$ cat config.mk
export PLATFORM = sky130hd
export DESIGN_NAME = button_gesture_classifier
export DESIGN_NICKNAME = d
export VERILOG_FILES = /design/src/rtl/core/bgc_pkg.sv /design/src/rtl/core/bgc_cell.sv /design/src/rtl/core/bgc_scan.sv /design/src/rtl/core/button_gesture_classifier.sv
export SDC_FILE = /design/constraint.sdc
export NUM_CORES = 1
export LEC_CHECK = 0
export BUFFER_PORTS_ARGS = -buffer_cell sky130_fd_sc_hd__buf_2
export CORE_MARGIN = 5
export CORE_UTILIZATION = 30
export DETAILED_ROUTE_END_ITERATION = 12
export GPL_TIMING_DRIVEN = 0
export MAX_ROUTING_LAYER = met4
export PLACE_DENSITY_LB_ADDON = 0.12
export SLEW_MARGIN = 20
export SYNTH_ARGS = -nofsm -noshare
export SYNTH_HDL_FRONTEND = slang
export SYNTH_SLANG_ARGS = --single-unit
$ cat constraint.sdc
create_clock -name clk -period 1.9 [get_ports clk]
set_input_delay 0.38 -clock clk [delete_from_list [all_inputs] [get_ports clk]]
set_output_delay 0.38 -clock clk [all_outputs]
set_load 0.1 [all_outputs]
$ cat src/rtl/core/bgc_pkg.sv
// Shared constants, codes and types of the button gesture classifier.
`default_nettype none
package bgc_pkg;

    localparam int HISTORY_DEPTH   = 30;
    localparam int LONG_LONG_TICKS = 40;
    localparam int RELEASE_POS     = 8;
    localparam int LONG_TICKS      = 20;
    localparam int QUIET_POS       = 4;
    localparam int HOLD_MAX        = 63;

    localparam int HOLD_W  = 6;
    localparam int CNT_W   = $clog2(HISTORY_DEPTH);
    localparam int CLICK_W = 3;
    localparam int GEST_W  = 4;

    typedef logic [1:0] status_t;

    localparam status_t ST_OPEN  = 2'd0;
    localparam status_t ST_POWER = 2'd1;
    localparam status_t ST_USER  = 2'd2;

    // Gesture codes for the power switch; the user switch adds G_USER_OFS.
    localparam logic [GEST_W-1:0] G_SINGLE    = 4'd0;
    localparam logic [GEST_W-1:0] G_LONG      = 4'd3;
    localparam logic [GEST_W-1:0] G_LONG_LONG = 4'd4;
    localparam logic [GEST_W-1:0] G_USER_OFS  = 4'd5;

    localparam logic [CLICK_W-1:0] CLICK_SAT = 3'd4;

    // Per-cell history control.
    typedef struct packed {
        logic shift;
        logic rotate;
        logic clear;
    } cell_ctrl_t;

    // Click scanner status toward the controller.
    typedef struct packed {
        logic                busy;
        logic                last;
        logic [CLICK_W-1:0]  clicks;
    } scan_stat_t;

endpackage : bgc_pkg
`default_nettype wire

$ cat src/rtl/core/bgc_cell.sv
// One history cell: holds one switch status, shifts, rotates or clears.
`default_nettype none
module bgc_cell
(
    input  wire                  clk,
    input  wire                  rst_n,
    input  bgc_pkg::cell_ctrl_t  ctrl,
    input  bgc_pkg::status_t     left,
    input  bgc_pkg::status_t     right,
    output bgc_pkg::status_t     q
);

    bgc_pkg::status_t q_reg;
    bgc_pkg::status_t q_next;

    always_comb
    begin
        priority if (ctrl.shift)
        begin
            q_next = ctrl.clear ? bgc_pkg::ST_OPEN : left;
        end
        else if (ctrl.rotate)
        begin
            q_next = right;
        end
        else if (ctrl.clear)
        begin
            q_next = bgc_pkg::ST_OPEN;
        end
        else
        begin
            q_next = q_reg;
        end
    end

    always_ff @(posedge clk or negedge rst_n)
    begin
        if (!rst_n)
        begin
            q_reg <= bgc_pkg::ST_OPEN;
        end
        else
        begin
            q_reg <= q_next;
        end
    end

    assign q = q_reg;

endmodule : bgc_cell
`default_nettype wire

$ cat src/rtl/core/bgc_scan.sv
// Click scanner: watches the head of the rotating history and counts clicks.
`default_nettype none
module bgc_scan
(
    input  wire                  clk,
    input  wire                  rst_n,
    input  wire                  start,
    input  bgc_pkg::status_t     target,
    input  bgc_pkg::status_t     head,
    input  bgc_pkg::status_t     second,
    output bgc_pkg::scan_stat_t  stat
);

    localparam logic [bgc_pkg::CNT_W-1:0] LAST_IDX =
        bgc_pkg::CNT_W'(bgc_pkg::HISTORY_DEPTH - 1);
    localparam logic [bgc_pkg::CNT_W-1:0] QUIET_LAST =
        bgc_pkg::CNT_W'(bgc_pkg::QUIET_POS - 1);
    localparam logic [bgc_pkg::CNT_W-1:0] PAIR_LAST =
        bgc_pkg::CNT_W'(bgc_pkg::HISTORY_DEPTH - 2);

    logic                           busy_reg,    busy_next;
    logic [bgc_pkg::CNT_W-1:0]      cnt_reg,     cnt_next;
    logic                           pressed_reg, pressed_next;
    logic                           quiet_reg,   quiet_next;
    logic [bgc_pkg::CLICK_W-1:0]    clicks_reg,  clicks_next;
    bgc_pkg::status_t               target_reg,  target_next;

    always_comb
    begin
        busy_next    = busy_reg;
        cnt_next     = cnt_reg;
        pressed_next = pressed_reg;
        quiet_next   = quiet_reg;
        clicks_next  = clicks_reg;
        target_next  = target_reg;
        if (start)
        begin
            busy_next    = 1'b1;
            cnt_next     = '0;
            pressed_next = 1'b0;
            quiet_next   = 1'b1;
            clicks_next  = '0;
            target_next  = target;
        end
        else if (busy_reg)
        begin
            // head holds entry cnt, second holds entry cnt+1
            if (cnt_reg <= QUIET_LAST && head != bgc_pkg::ST_OPEN)
            begin
                quiet_next = 1'b0;
            end
            if (cnt_reg >= QUIET_LAST && cnt_reg <= PAIR_LAST)
            begin
                if (!pressed_reg && head == bgc_pkg::ST_OPEN && second == target_reg)
                begin
                    pressed_next = 1'b1;
                end
                else if (pressed_reg && head == target_reg && second == bgc_pkg::ST_OPEN)
                begin
                    pressed_next = 1'b0;
                    if (clicks_reg != bgc_pkg::CLICK_SAT)
                    begin
                        clicks_next = clicks_reg + 1'b1;
                    end
                end
            end
            if (cnt_reg == LAST_IDX)
            begin
                busy_next = 1'b0;
            end
            else
            begin
                cnt_next = cnt_reg + 1'b1;
            end
        end
    end

    always_ff @(posedge clk or negedge rst_n)
    begin
        if (!rst_n)
        begin
            busy_reg <= 1'b0;
        end
        else
        begin
            busy_reg <= busy_next;
        end
    end

    always_ff @(posedge clk)
    begin
        cnt_reg     <= cnt_next;
        pressed_reg <= pressed_next;
        quiet_reg   <= quiet_next;
        clicks_reg  <= clicks_next;
        target_reg  <= target_next;
    end

    assign stat.busy   = busy_reg;
    assign stat.last   = busy_reg && (cnt_reg == LAST_IDX);
    assign stat.clicks = quiet_reg ? clicks_reg : '0;

endmodule : bgc_scan
`default_nettype wire

$ cat src/rtl/core/button_gesture_classifier.sv
// Top level of the button gesture classifier: control, hold counter, cell row, ports.
//
// Usage:
// - Input stream (s_tvalid/s_tready/s_tdata): one word per 20 Hz switch sample,
//   s_tdata[0] = power_pressed, s_tdata[1] = user_pressed, upper bits zero.
// - Output stream (m_tvalid/m_tready/m_tdata): zero or one word per sample,
//   m_tdata[3:0] = gesture (0..4 power single/double/triple/long/long-long,
//   5..9 the same for the user switch).
// - APB port: register 0 at address 0 is user_switch_enable (bit 0).
// Timing:
// - A sample that does not trigger a click scan is taken in IDLE alone; one that
//   gives a long or long-long event also passes PUSH (accept, then load output).
// - A release whose press sits at history position 8 starts a click scan:
//   the 30-cell history row rotates by one cell per cycle past the scanner,
//   so that sample goes through accept, rotate, finish and load output with a click
//   result, or skips the load without one; s_tready is high only while idle.
// Reset: history all open, hold counter 41 (a press held at power-up is
//   ignored until released), switch enable 0, output empty.
// Stall: a result waits in the output register; the next sample is still
//   taken, and only a further result waits until the receiver takes it.
`default_nettype none
module button_gesture_classifier
(
    input  wire         clk,
    input  wire         rst_n,
    // input samples
    input  wire         s_tvalid,
    output logic        s_tready,
    input  wire  [7:0]  s_tdata,   // [0] power_pressed, [1] user_pressed
    // gestures
    output logic        m_tvalid,
    input  wire         m_tready,
    output logic [7:0]  m_tdata,   // [3:0] gesture
    // configuration
    input  wire         psel,
    input  wire         penable,
    input  wire         pwrite,
    input  wire  [2:0]  paddr,
    input  wire  [31:0] pwdata,
    output logic [31:0] prdata,
    output logic        pready
);

    localparam int HD = bgc_pkg::HISTORY_DEPTH;

    // controller states
    localparam logic [1:0] S_IDLE   = 2'd0;
    localparam logic [1:0] S_SCAN   = 2'd1;
    localparam logic [1:0] S_FINISH = 2'd2;
    localparam logic [1:0] S_PUSH   = 2'd3;

    localparam logic [2:0] ADDR_USER_EN = 3'd0;

    localparam logic [bgc_pkg::HOLD_W-1:0] HOLD_RESET =
        bgc_pkg::HOLD_W'(bgc_pkg::LONG_LONG_TICKS + 1);
    localparam logic [bgc_pkg::HOLD_W-1:0] HOLD_LONG =
        bgc_pkg::HOLD_W'(bgc_pkg::LONG_TICKS);
    localparam logic [bgc_pkg::HOLD_W-1:0] HOLD_LONG_LONG =
        bgc_pkg::HOLD_W'(bgc_pkg::LONG_LONG_TICKS);
    localparam logic [bgc_pkg::HOLD_W-1:0] HOLD_TOP =
        bgc_pkg::HOLD_W'(bgc_pkg::HOLD_MAX);

    logic [1:0]                      state_reg, state_next;
    logic [bgc_pkg::HOLD_W-1:0]      hold_reg,  hold_next;
    logic                            user_en_reg, user_en_next;
    bgc_pkg::status_t                sw_reg,    sw_next;
    logic [bgc_pkg::GEST_W-1:0]      pend_reg,  pend_next;
    logic                            mvalid_reg, mvalid_next;
    logic [bgc_pkg::GEST_W-1:0]      mdata_reg,  mdata_next;

    bgc_pkg::status_t     hist [HD];
    bgc_pkg::status_t     sw_in;
    bgc_pkg::status_t     shift_val;
    bgc_pkg::status_t     released;
    bgc_pkg::scan_stat_t  scan_stat;
    logic                 accept;
    logic                 shift_en;
    logic                 clr_en;
    logic                 scan_start;
    logic                 cfg_write;
    logic                 hold_long;

    assign accept    = s_tvalid && s_tready;
    assign s_tready  = (state_reg == S_IDLE);
    assign cfg_write = psel && penable && pwrite && pready;

    // Power wins; the user switch counts only when enabled.
    always_comb
    begin
        priority if (s_tdata[0])
        begin
            sw_in = bgc_pkg::ST_POWER;
        end
        else if (user_en_reg && s_tdata[1])
        begin
            sw_in = bgc_pkg::ST_USER;
        end
        else
        begin
            sw_in = bgc_pkg::ST_OPEN;
        end
    end

    assign hold_long = (hold_reg > HOLD_LONG);
    // A release after a long press wipes the history before it is looked at.
    assign released  = hold_long ? bgc_pkg::ST_OPEN : hist[bgc_pkg::RELEASE_POS];
    assign shift_val = (state_reg == S_FINISH) ? sw_reg : sw_in;

    always_comb
    begin
        state_next  = state_reg;
        hold_next   = hold_reg;
        sw_next     = sw_reg;
        pend_next   = pend_reg;
        mvalid_next = mvalid_reg;
        mdata_next  = mdata_reg;
        shift_en    = 1'b0;
        clr_en      = 1'b0;
        scan_start  = 1'b0;

        if (mvalid_reg && m_tready)
        begin
            mvalid_next = 1'b0;
        end

        unique case (state_reg)
            S_IDLE:
            begin
                if (accept)
                begin
                    sw_next = sw_in;
                    if (sw_in == bgc_pkg::ST_OPEN)
                    begin
                        hold_next = '0;
                        clr_en    = hold_long;
                        if (released != bgc_pkg::ST_OPEN)
                        begin
                            // hold the history in place; rotate it past the scanner
                            scan_start = 1'b1;
                            state_next = S_SCAN;
                        end
                        else
                        begin
                            shift_en = 1'b1;
                        end
                    end
                    else
                    begin
                        shift_en = 1'b1;
                        priority if (hold_reg == HOLD_LONG)
                        begin
                            pend_next  = (sw_in == bgc_pkg::ST_USER)
                                       ? bgc_pkg::G_LONG + bgc_pkg::G_USER_OFS
                                       : bgc_pkg::G_LONG;
                            hold_next  = hold_reg + 1'b1;
                            state_next = S_PUSH;
                        end
                        else if (hold_reg == HOLD_LONG_LONG)
                        begin
                            pend_next  = (sw_in == bgc_pkg::ST_USER)
                                       ? bgc_pkg::G_LONG_LONG + bgc_pkg::G_USER_OFS
                                       : bgc_pkg::G_LONG_LONG;
                            hold_next  = hold_reg + 1'b1;
                            state_next = S_PUSH;
                        end
                        else if (sw_in == hist[0] && hold_reg != HOLD_TOP)
                        begin
                            hold_next = hold_reg + 1'b1;
                        end
                        else
                        begin
                            hold_next = hold_reg;
                        end
                    end
                end
            end
            S_SCAN:
            begin
                if (scan_stat.last)
                begin
                    state_next = S_FINISH;
                end
            end
            S_FINISH:
            begin
                // history is back in place; drop it if any click was found
                shift_en = 1'b1;
                clr_en   = (scan_stat.clicks != '0);
                if (scan_stat.clicks != '0 && scan_stat.clicks != bgc_pkg::CLICK_SAT)
                begin
                    pend_next  = bgc_pkg::G_SINGLE
                               + bgc_pkg::GEST_W'(scan_stat.clicks - 1'b1)
                               + ((hist[bgc_pkg::RELEASE_POS] == bgc_pkg::ST_USER)
                                  ? bgc_pkg::G_USER_OFS : '0);
                    state_next = S_PUSH;
                end
                else
                begin
                    state_next = S_IDLE;
                end
            end
            S_PUSH:
            begin
                if (!mvalid_reg || m_tready)
                begin
                    mvalid_next = 1'b1;
                    mdata_next  = pend_reg;
                    state_next  = S_IDLE;
                end
            end
            default:
            begin
                state_next = S_IDLE;
            end
        endcase
    end

    // The released entry sits at position 8 when the scan starts and again
    // when the row is back in place, so FINISH reads its kind from there.

    // Cell row: entry 0 newest; rotate moves entry i+1 into cell i.
    for (genvar i = 0; i < HD; i++)
    begin : g_cell
        bgc_pkg::cell_ctrl_t ctrl;
        assign ctrl.shift  = shift_en;
        assign ctrl.rotate = scan_stat.busy;
        assign ctrl.clear  = (i == 0) ? (clr_en && !shift_en) : clr_en;

        bgc_cell u_cell
        (
            .clk   (clk),
            .rst_n (rst_n),
            .ctrl  (ctrl),
            .left  ((i == 0) ? shift_val : hist[(i + HD - 1) % HD]),
            .right (hist[(i + 1) % HD]),
            .q     (hist[i])
        );
    end

    bgc_scan u_scan
    (
        .clk    (clk),
        .rst_n  (rst_n),
        .start  (scan_start),
        .target (released),
        .head   (hist[0]),
        .second (hist[1]),
        .stat   (scan_stat)
    );

    always_comb
    begin
        user_en_next = user_en_reg;
        if (cfg_write && paddr == ADDR_USER_EN)
        begin
            user_en_next = pwdata[0];
        end
    end

    always_ff @(posedge clk or negedge rst_n)
    begin
        if (!rst_n)
        begin
            state_reg   <= S_IDLE;
            hold_reg    <= HOLD_RESET;
            user_en_reg <= 1'b0;
            mvalid_reg  <= 1'b0;
        end
        else
        begin
            state_reg   <= state_next;
            hold_reg    <= hold_next;
            user_en_reg <= user_en_next;
            mvalid_reg  <= mvalid_next;
        end
    end

    always_ff @(posedge clk)
    begin
        sw_reg    <= sw_next;
        pend_reg  <= pend_next;
        mdata_reg <= mdata_next;
    end

    assign m_tvalid = mvalid_reg;
    assign m_tdata  = {{(8 - bgc_pkg::GEST_W){1'b0}}, mdata_reg};
    assign pready   = 1'b1;
    assign prdata   = (paddr == ADDR_USER_EN) ? {31'b0, user_en_reg} : 32'b0;

endmodule : button_gesture_classifier
`default_nettype wire

Word level (Yosys, flattened, before mapping) --
Index checks and enable logic that the tools add are counted.
Cells by class: eq/ne operators 22, add/subtract/negate cells 5, multiplexer cells 139, bitwise logic cells 2, $lt $le $gt $ge 4, reductions and logical operators 42
Operator list (count):
- 2-bit two-way mux | 104
- 4-bit two-way mux | 7
- 6-bit two-way mux | 4
- 1-bit two-way mux | 18
- 1-bit logical AND | 16
- 5-bit AND reduction | 3
- 3-bit nonzero test | 3
- 2-bit == test (second input constant) | 4
- 2-bit zero test | 4
- 2-bit case mux with 4 select lines | 1
- 4-bit case mux with 2 select lines | 1
- 2-bit AND reduction | 4
- 2-bit nonzero test | 4
- 6-bit by 1-bit adder with 6-bit output (second input constant) | 1
- 2-bit == test | 3
- 6-bit by 5-bit == test with 1-bit output (second input constant) | 1
- 6-bit == test (second input constant) | 1
- 6-bit by 5-bit > comparator with 1-bit output (second input constant) | 1
- 3-bit two-way mux | 2
- 2-bit inequality test (second input constant) | 3
- 3-bit inequality test (second input constant) | 2
- 6-bit inequality test (second input constant) | 1
- 3-bit AND reduction | 2
- 5-bit by 1-bit adder with 5-bit output (second input constant) | 1
- 18 further kinds | 23
Storage, ports and cells: input port bits 50, output and inout bits 43, logic and storage cells 257, register bits after elaboration 93

Depth between registers and ports, before layout --
Gate-level depths: netlist of run 1.
depth after elaboration 12, gate-level depth with buffers 10, mapped depth without buffers 8

Hierarchy --
Synthesis of run 1 repeated with hierarchy kept, for this count alone.
Unflattened totals: cells, all modules 541, area total of the unflattened synthesis 5386.4 um^2
By module, submodules not included:
- bgc_cell | instances 30, area an instance 105.1 um^2, cells an instance 10, sequential area each 50.0 um^2
- button_gesture_classifier | instances 1, area an instance 1506.4 um^2, cells an instance 164, sequential area each 554.3 um^2
- bgc_scan | instances 1, area an instance 726.9 um^2, cells an instance 77, sequential area each 285.3 um^2

Worst setup path before layout of run 1 --
Ideal clock, no wire load.
path kind reg-to-reg, from register state_reg[0], to register g_cell[10].u_cell.q_reg[0], arrival 3101 ps, slack -1333 ps, stages on the path, launching flop included 11, setup time 132 ps, data required time 1768 ps, cells stage by stage dfrtp_1 > buf_2 > nor2_1 > nand2_2 > inv_2 > nand2_1 > a21oi_1 > nor3_2 > buf_2 > buf_4 > o2bb2ai_1
Between the ends: cells in the longest elaborated chain, start to end 7
RTL lines:
- start, declared | line button_gesture_classifier.sv:63 | logic [1:0] state_reg, state_next;
- start signal, assigned | line button_gesture_classifier.sv:271 | state_reg <= state_next;
- 2-bit zero test (*) | line button_gesture_classifier.sv:84 | assign s_tready = (state_reg == S_IDLE);
- via s_tready | line button_gesture_classifier.sv:28 | output logic s_tready,
- 1-bit logical AND | line button_gesture_classifier.sv:83 | assign accept = s_tvalid && s_tready;
- 1-bit two-way mux | line button_gesture_classifier.sv:129 | if (accept)
- 1-bit case mux with 2 select lines | line button_gesture_classifier.sv:126 | unique case (state_reg)
- 2-bit two-way mux (2 in a row)
- 2-bit two-way mux (*) | line bgc_cell.sv:18 | priority if (ctrl.shift)
- via g_cell[10].u_cell.q_next[0] | line bgc_cell.sv:14 | bgc_pkg::status_t q_next;
- end signal, assigned | line bgc_cell.sv:40 | q_reg <= bgc_pkg::ST_OPEN;
- end signal, assigned | line bgc_cell.sv:44 | q_reg <= q_next;
- end, declared | line bgc_cell.sv:13 | bgc_pkg::status_t q_reg;
Mark *: on every way through the listed nets, which the timed path passes. The rest lies on a longest branch. A chain may end at the register's enable or synchronous reset.

Worst setup path in the final report of run 1 --
from register state_reg[0], to output s_tready
Between the ends: cells in the longest elaborated chain, start to end 1
RTL lines (line):
- 2-bit zero test | button_gesture_classifier.sv:84
- end, declared | button_gesture_classifier.sv:28
No other way between the ends.

==> summary.md, run 1 <==
| Metric | Value |
|---|---|
| Gr usage total | 11.8% |
| Skew-Pair Late Insertion Delay | 0.35 ns |
| Root Driver | clkbuf_16 |
| Die X | 140 µm |
| Fin crit share | 98.7% |
| Dpl ws | -0.371 ns |
| CP max-delay cell | buf_2 |
| Worst-path cell chain | buf_6 > nor2_4 > buf_2 |
| Vias in the first global route | 3,656 |
| Area Overhead vs Synth | 27.9% |
| Antenna-violating nets left | 0 |
| Largest net degree at the start of global routing | 49 |
| Switching part of the total | 40.3% |
| Setup violations, final | 0 |
| Required @ worst endpoint | 1.52 ns |
| Critical Path End Type | primary output |
| Setup ws final | 0.0249 ns |
| Slew Limit Fails | 0 |
| Sequential fraction of the synthesis area | 46.3% |
| Critical setup path kind | register to primary output |
| Core Area | 0.0166 mm² |
| Fin util | 39.0% |
| Synth cell types | 65 |
| Via density | 4.72 |
| Reg2reg setup slack | 0.04 ns |
| Synth Flop Type | dfrtp_1 |
| Rows | 47 |
| Clk pwr share | 18.6% |
| Crit-path max FO | 10 |
| Clock sink count | 93 |
| Reg-to-reg endpoint | pend_reg[1] |
| Crit path launch type | register |
| Pre-antenna DRT Iters | 4 |
| Worst-path clk slew | 0.06 ns |
| Max stage delay on crit path | 0.45 ns |
| Initial Utilization | 30.5% |
| Yosys warns | 0 |
| CP arrival | 1.50 ns |
| Status | completed |
| Hold WS | 0.262 ns |
| Placer Congestion | 0.790 |
| R2R Path Start | hold_reg[5] |
| Layout cells sized above 1 | 29.3% |
| WL final | 11,100 µm |
| Worst Min Path Start | pwdata[0] |
| Normalized max-slew margin | 51.1% |
| Initial antenna violation count | 0 |
| Comb power frac | 46.6% |
| Post-DR wirelength/cell | 14.1 µm |
| Setup Skew | 0.00513 ns |
| Commonest non-fill, non-tap cell in the layout | buf_4 |
| Buffers added on ports | 19 |
| Max Fclk | 0.533 GHz |
| #FFs+latches synth | 93 |
| Sw Pwr | 3.91 mW |
| Post-synth EDFFs | 12 |
| Post-Syn Instances | 465 |
| Hold depth | 2 |
| Pwr/cell area | 1500 mW/mm² |
| DRC Markers | 0 |
| Worst Hold Class | primary input to register |
| ANT cells | 0 |
| Die area | 0.0195 mm² |
| Clk buf depth | 2 |
| Max reg flops | 60 |
| I/O pins | 93 |
| Fin crit period | 1.88 ns |
| Avg Cell Area, Syn | 10.9 µm² |
| Worst Hold Path EP | user_en_reg |
| Vias | 3,710 |
| Fin nets | 624 |
| DP Cell Count | 739 |
| Remaining global-route overflow | 0 |
| Post-Synthesis Cell Area | 0.00506 mm² |
| CTS buffer count | 9 |
| MaxCap Viol Count | 0 |
| H-tree levels | 3 |
| Worst vdd ir | 0.763 mV |
| Wire length of the first global-routing pass | 18,300 µm |
| Fin cells | 786 |
| Leakage power | 2.99 nW |
| Iteration-0 DRC Markers | 156 |
| Register share of total power | 34.8% |
| CTS tree | done |
| Commonest non-fill, non-tap cells in the layout | 69 x buf_4, 64 x dfrtp_1, 59 x mux2i_1 |
| Async SR Flop Fraction | 76.3% |
| Fin. Hold Viols | 0 |
| FF-to-FF path depth | 4 |
| Least-Margin Pin Slew | 0.734 ns |
| Post-DP HPWL | 7610 µm |
| Internal Power | 5.81 mW |
| Unrepaired setup endpoints after global routing | true |
| Die Y | 140 µm |
critical path, delay by kind of cell, from the launching register on:
kind	cells	cell delay, ns
buffers and inverters	2	0.60
and+or+nand+nor	1	0.17
DFF	1	0.37
final cells by class:
type | count | area, µm²
fillers | 1706 | 10100
plain buffers | 62 | 489
repair buffers | 56 | 428
flip-flops and latches | 93 | 2350
multi-input cells | 322 | 2560
inverters | 17 | 71.3
well taps | 220 | 275
clock buffers | 12 | 246
clock inverters | 4 | 47.5
layer usage:
metal / track usage, % / part of all wire [%] / up-vias
met5: - / 0 / -
met4: 3.42 / 1.4 / 0
met3: 3.77 / 4.3 / 12
met1: 14.4 / 46 / 1807
li1: - / - / 1828
met2: 18.7 / 49 / 63
worst max path at each step:
| stage | startpoint | to | slack [ns] | depth (start not counted) |
|---|---|---|---|---|
| after floorplan | state_reg[0] | g_cell[10].u_cell.q[0] | -0.19 | 10 |
| after global placement | hold_reg[0] | g_cell[0].u_cell.q[0] | -0.41 | 8 |
| after detailed placement | hold_reg[5] | pend_reg[3] | -0.37 | 5 |
| after CTS | user_en_reg | g_cell[15].u_cell.q[0] | 0.003 | 7 |
| after global routing | hold_reg[3] | pend_reg[1] | -0.05 | 5 |
| final | state_reg[0] | s_tready | 0.02 | 3 |
cell families after synthesis:
family          count (synthesis)  share of synthesized area [%]
compound gates                107                           16.9
xor+xnor                        9                           1.56
fa+ha+maj                      13                           3.37
buf+inv                        84                           9.60
flops                          93                           46.3
mux                            61                           12.1
other cells                     2                          0.149
simple gates                   96                           10.0
power groups by stage:
stage | clock network [mW] | registers [mW] | logic, mW
6_report | 1.81 | 3.38 | 4.52
3_5_place_dp | 0 | 3.37 | 3.87
2_1_floorplan | 0 | 3.34 | 3.05
3_3_place_gp | 0 | 3.34 | 3.82
4_1_cts | 1.88 | 3.34 | 4.16
5_1_grt | 1.97 | 3.49 | 4.98
synth_stat cells, types with 3 or more instances:
library cell	n	area (µm²)
nand2_1	29	109
edfxtp_1	12	360
nand3_1	6	30.0
o21ai_0	9	45.0
clkbuf_1	14	52.6
dfstp_2	3	78.8
ha_1	12	150
dfrtp_1	68	1700
buf_4	39	293
dfxtp_1	10	200
nand4_1	6	37.5
nor2_1	18	67.6
nand2b_1	4	25.0
xor2_1	7	61.3
a21oi_1	11	55.1
nor3_1	11	55.1
buf_2	13	65.1
o2bb2ai_1	58	508
mux2i_1	59	591
inv_1	16	60.1
or3_1	3	18.8
nor2b_1	3	18.8
metrics by stage:
| stage | power [mW] | instance area, µm² | TNS (ns) |
|---|---|---|---|
| 5_1_grt | 10.5 | 6470 | -0.273 |
| 3_3_place_gp | 7.16 | 5620 | -32.74 |
| 6_report | 9.72 | 6470 | 0 |
| 2_1_floorplan | 6.39 | 5250 | -9.43 |
| 3_5_place_dp | 7.24 | 5650 | -22.23 |
| 4_1_cts | 9.38 | 6180 | 0 |
what timing repair did:
item                                    in CTS  in global routing
endpoints found under the setup margin      84                 68
hold buffers                                 1                  0
buffers inserted                            11                 24
pin swaps                                    6                 18
endpoints found under the hold margin       20                  0
gates resized for setup                     31                 30
(Power assumes the default switching activity.)
==> run 2, diff against run 1 <==
Settings changed: ABC_AREA set to 1, CTS_CLUSTER_SIZE set to 8, RECOVER_POWER set to 100.
==> run 2 against run 1 <==
Design area is 5.0% higher. Critical path type unchanged. Largest cell class unchanged. Setup slack better by 0.033 ns. Register-to-register slack better by 0.03 ns. Largest power group unchanged. Highest routed layer unchanged.
==> summary.md, run 2 <==
| Metric | Value |
|---|---|
| Fin util | 36.6% (was 39.0%) |
| Die X | 147 µm (was 140 µm) |
| Via density | 4.45 (was 4.72) |
| Least-Margin Pin Slew | 1.13 ns (was 0.734 ns) |
| Reg-to-reg endpoint | g_cell[7].u_cell.q[0] (was pend_reg[1]) |
| DRC Markers | 0 (unchanged) |
| Post-DR wirelength/cell | 13.0 µm (was 14.1 µm) |
| Commonest cells post-synth | 305 x nand2_1, 111 x nand3_1, 68 x dfrtp_1 (was 68 x dfrtp_1, 59 x mux2i_1, 58 x o2bb2ai_1) |
| Crit path buf inv count | 1 (was 2) |
| Required @ worst endpoint | 1.52 ns (about the same) |
| Die area | 0.0216 mm² (was 0.0195 mm²) |
| Worst vdd ir | 0.489 mV (was 0.763 mV) |
| Adder-cell share of the synthesized area | 3.02% (was 3.37%) |
| CP top delay family | flip-flops (was buffers and inverters) |
| Antenna-violating nets left | 0 (unchanged) |
| Fin nets | 923 (was 624) |
| Yosys warns | 0 (unchanged) |
| Clk buf depth | 2 (unchanged) |
| Remaining global-route overflow | 0 (unchanged) |
| Xor/xnor share of the synthesized area | 1.86% (was 1.56%) |
| Status | completed (unchanged) |
| Clock sink count | 93 (unchanged) |
| I/O pins | 93 (unchanged) |
| Hold WS | 0.228 ns (was 0.262 ns) |
| #FFs+latches synth | 93 (unchanged) |
| Worst Hold Class | primary input to register (unchanged) |
| Crit path launch type | register (unchanged) |
| Worst Min Path Start | m_tready (was pwdata[0]) |
| CP max-delay cell | dfrtp_1 (was buf_2) |
| Critical Path End Type | primary output (unchanged) |
| Rows | 50 (was 47) |
| Commonest non-fill, non-tap cells in the layout | 301 x nand2_1, 108 x nand3_1, 65 x dfrtp_1 (was 69 x buf_4, 64 x dfrtp_1, 59 x mux2i_1) |
| Placer Congestion | 0.761 (was 0.790) |
| Cells taking the most area after synthesis | dfrtp_1 30%, nand2_1 20%, nand3_1 9.9%, edfxtp_1 6.4%, buf_4 4.9% (was dfrtp_1 34%, mux2i_1 12%, o2bb2ai_1 10%, edfxtp_1 7.1%, buf_4 5.8%) |
| Fin crit period | 1.84 ns (was 1.88 ns) |
| Main combinational cell family by area after synthesis | simple AND/OR/NAND/NOR gates (was compound AO/OA/AOI/OAI gates) |
| Post-DP HPWL | 9950 µm (was 7610 µm) |
| Setup ws final | 0.0578 ns (was 0.0249 ns) |
| Unrepaired setup endpoints after global routing | true (unchanged) |
| Fin. Hold Viols | 0 (unchanged) |
| Crit-path max FO | 6 (was 10) |
| Die Y | 147 µm (was 140 µm) |
| Root Driver | clkbuf_16 (unchanged) |
| Synth Area in Compound Gates | 3.64% (was 16.9%) |
| Initial Utilization | 30.3% (was 30.5%) |
| Setup Skew | 0.00756 ns (was 0.00513 ns) |
| Reg2reg setup slack | 0.07 ns (was 0.04 ns) |
| Area Overhead vs Synth | 20.5% (was 27.9%) |
| WL final | 14,300 µm (was 11,100 µm) |
| Setup violations, final | 0 (unchanged) |
| Normalized max-slew margin | 24.8% (was 51.1%) |
| Largest net degree at the start of global routing | 43 (was 49) |
| Pre-antenna DRT Iters | 5 (was 4) |
| Vias in the first global route | 4,668 (was 3,656) |
| Fill cells | 1,979 (was 1,706) |
| Skew-Pair Late Insertion Delay | 0.35 ns (about the same) |
| Sequential fraction of the synthesis area | 41.5% (was 46.3%) |
| R2R Path Start | hold_reg[1] (was hold_reg[5]) |
| Leakage power | 3.64 nW (was 2.99 nW) |
| Gr usage total | 13.8% (was 11.8%) |
| Post-Synthesis Cell Area | 0.00564 mm² (was 0.00506 mm²) |
| Slew Limit Fails | 0 (unchanged) |
| CTS buffer count | 9 (unchanged) |
| Worst Hold Path EP | m_tvalid (was user_en_reg) |
| Critical setup path kind | register to primary output (unchanged) |
| Iteration-0 DRC Markers | 212 (was 156) |
| Dpl ws | -0.197 ns (was -0.371 ns) |
| CP arrival | 1.46 ns (was 1.50 ns) |
| Post-synth top area share | 30.2% (was 33.7%) |
| Post-synth EDFFs | 12 (unchanged) |
| Async SR Flop Fraction | 76.3% (unchanged) |
| Vias | 4,892 (was 3,710) |
| H-tree levels | 3 (unchanged) |
| MaxCap Viol Count | 0 (unchanged) |
| Multiplexer share of the synthesized area | 0.200% (was 12.1%) |
| Wire length of the first global-routing pass | 23,800 µm (was 18,300 µm) |
| Commonest non-fill, non-tap cell in the layout | nand2_1 (was buf_4) |
| Worst-path clk slew | 0.07 ns (was 0.06 ns) |
| Simple-gate share of the synthesized area | 36.5% (was 10.0%) |
| Worst-path cell chain | nor2_4 > buf_2 (was buf_6 > nor2_4 > buf_2) |
| ANT cells | 0 (unchanged) |
| FF-to-FF path depth | 13 (was 4) |
| Post-Syn Instances | 775 (was 465) |
| Layout cells sized above 1 | 19.0% (was 29.3%) |
| Synth Flop Type | dfrtp_1 (unchanged) |
| Hold depth | 2 (unchanged) |
| Max reg flops | 60 (unchanged) |
| Avg Cell Area, Syn | 7.27 µm² (was 10.9 µm²) |
| Most frequent cell after synthesis | nand2_1 (was dfrtp_1) |
| Max stage delay on crit path | 0.51 ns (was 0.45 ns) |
| Buffers added on ports | 19 (unchanged) |
| Yosys top cell by area | dfrtp_1 (unchanged) |
| CTS tree | done (unchanged) |
| Max Fclk | 0.543 GHz (was 0.533 GHz) |
| Core Area | 0.0186 mm² (was 0.0166 mm²) |
| Synth cell types | 40 (was 65) |
| Pwr/cell area | 1590 mW/mm² (was 1500 mW/mm²) |
| Fin crit share | 97.0% (was 98.7%) |
| Initial antenna violation count | 0 (unchanged) |
-- run 2: changes by cell type in the layout (fill, tap and decap cells not counted), moves of 7 or more --
cell,previous run,this run
mux2i_1,59,0
nand2_1,28,301
o2bb2ai_1,58,0
inv_1,15,52
inv_2,1,12
buf_4,69,62
o21ai_0,6,24
nor2_1,16,32
nand3_1,6,108
-- run 2: worst max-delay path by stage --
stage                        endpoint  slack (ns)  depth (start not counted)         start
2_1_floorplan   g_cell[1].u_cell.q[0]        -0.1                         10  state_reg[1]
3_3_place_gp             state_reg[1]       -0.29                          1         rst_n
3_5_place_dp              pend_reg[3]       -0.20                          8   hold_reg[1]
4_1_cts        g_cell[15].u_cell.q[0]       0.001                         13   hold_reg[0]
5_1_grt        g_cell[19].u_cell.q[0]       -0.03                         13   hold_reg[1]
6_report                     s_tready        0.06                          2  state_reg[0]
-- run 2: area by class of cell --
class | count | area, µm² | share of cell area (%)
multi-input cells | 578 | 2780 | 41.0
well taps | 234 | 293 | 4.31
repair buffers | 41 | 267 | 3.92
inverters | 65 | 246 | 3.63
clock inverters | 4 | 45.0 | 0.663
clock buffers | 12 | 267 | 3.92
flip-flops and latches | 93 | 2340 | 34.5
plain buffers | 72 | 549 | 8.08
-- run 2: logic make-up after synthesis --
kind of cell,Yosys count
buffers and inverters,138
other,2
adder cells (fa/ha/maj),13
XOR/XNOR,12
AND/OR/NAND/NOR,482
AO/OA/AOI/OAI,34
flip-flops,93
multiplexers,1
-- run 2: where the power goes --
group | internal [mW] | switching, mW
logic | 1.94 | 3.42
registers | 2.83 | 0.685
clock network | 1.12 | 0.794
-- run 2: per-stage QoR --
step	instances	power (mW)	TNS, ns	instance area (µm²)
finish	1099	10.8	0	6800
global route	1099	11.8	-0.173	6800
CTS	1093	10.7	0	6680
detailed placement	1063	8.46	-7.32	6200
global placement	1062	8.47	-16.57	6180
floorplan	809	7.24	-4.81	5790
-- run 2: per-layer routing --
metal,share of wire (%),track usage (%),vias to the layer above
met5,0,-,-
met4,1.3,4.38,0
met3,3.6,1.97,8
met2,46,21.5,81
met1,50,18.7,2267
li1,-,-,2536
-- run 2: timing repair --
| item | CTS | global route |
|---|---|---|
| pin swaps | 4 | 10 |
| hold buffers | 0 | 0 |
| setup buffers | 14 | 7 |
| endpoints found under the setup margin | 75 | 79 |
| resized for setup | 17 | 29 |
| cloned | 0 | 0 |
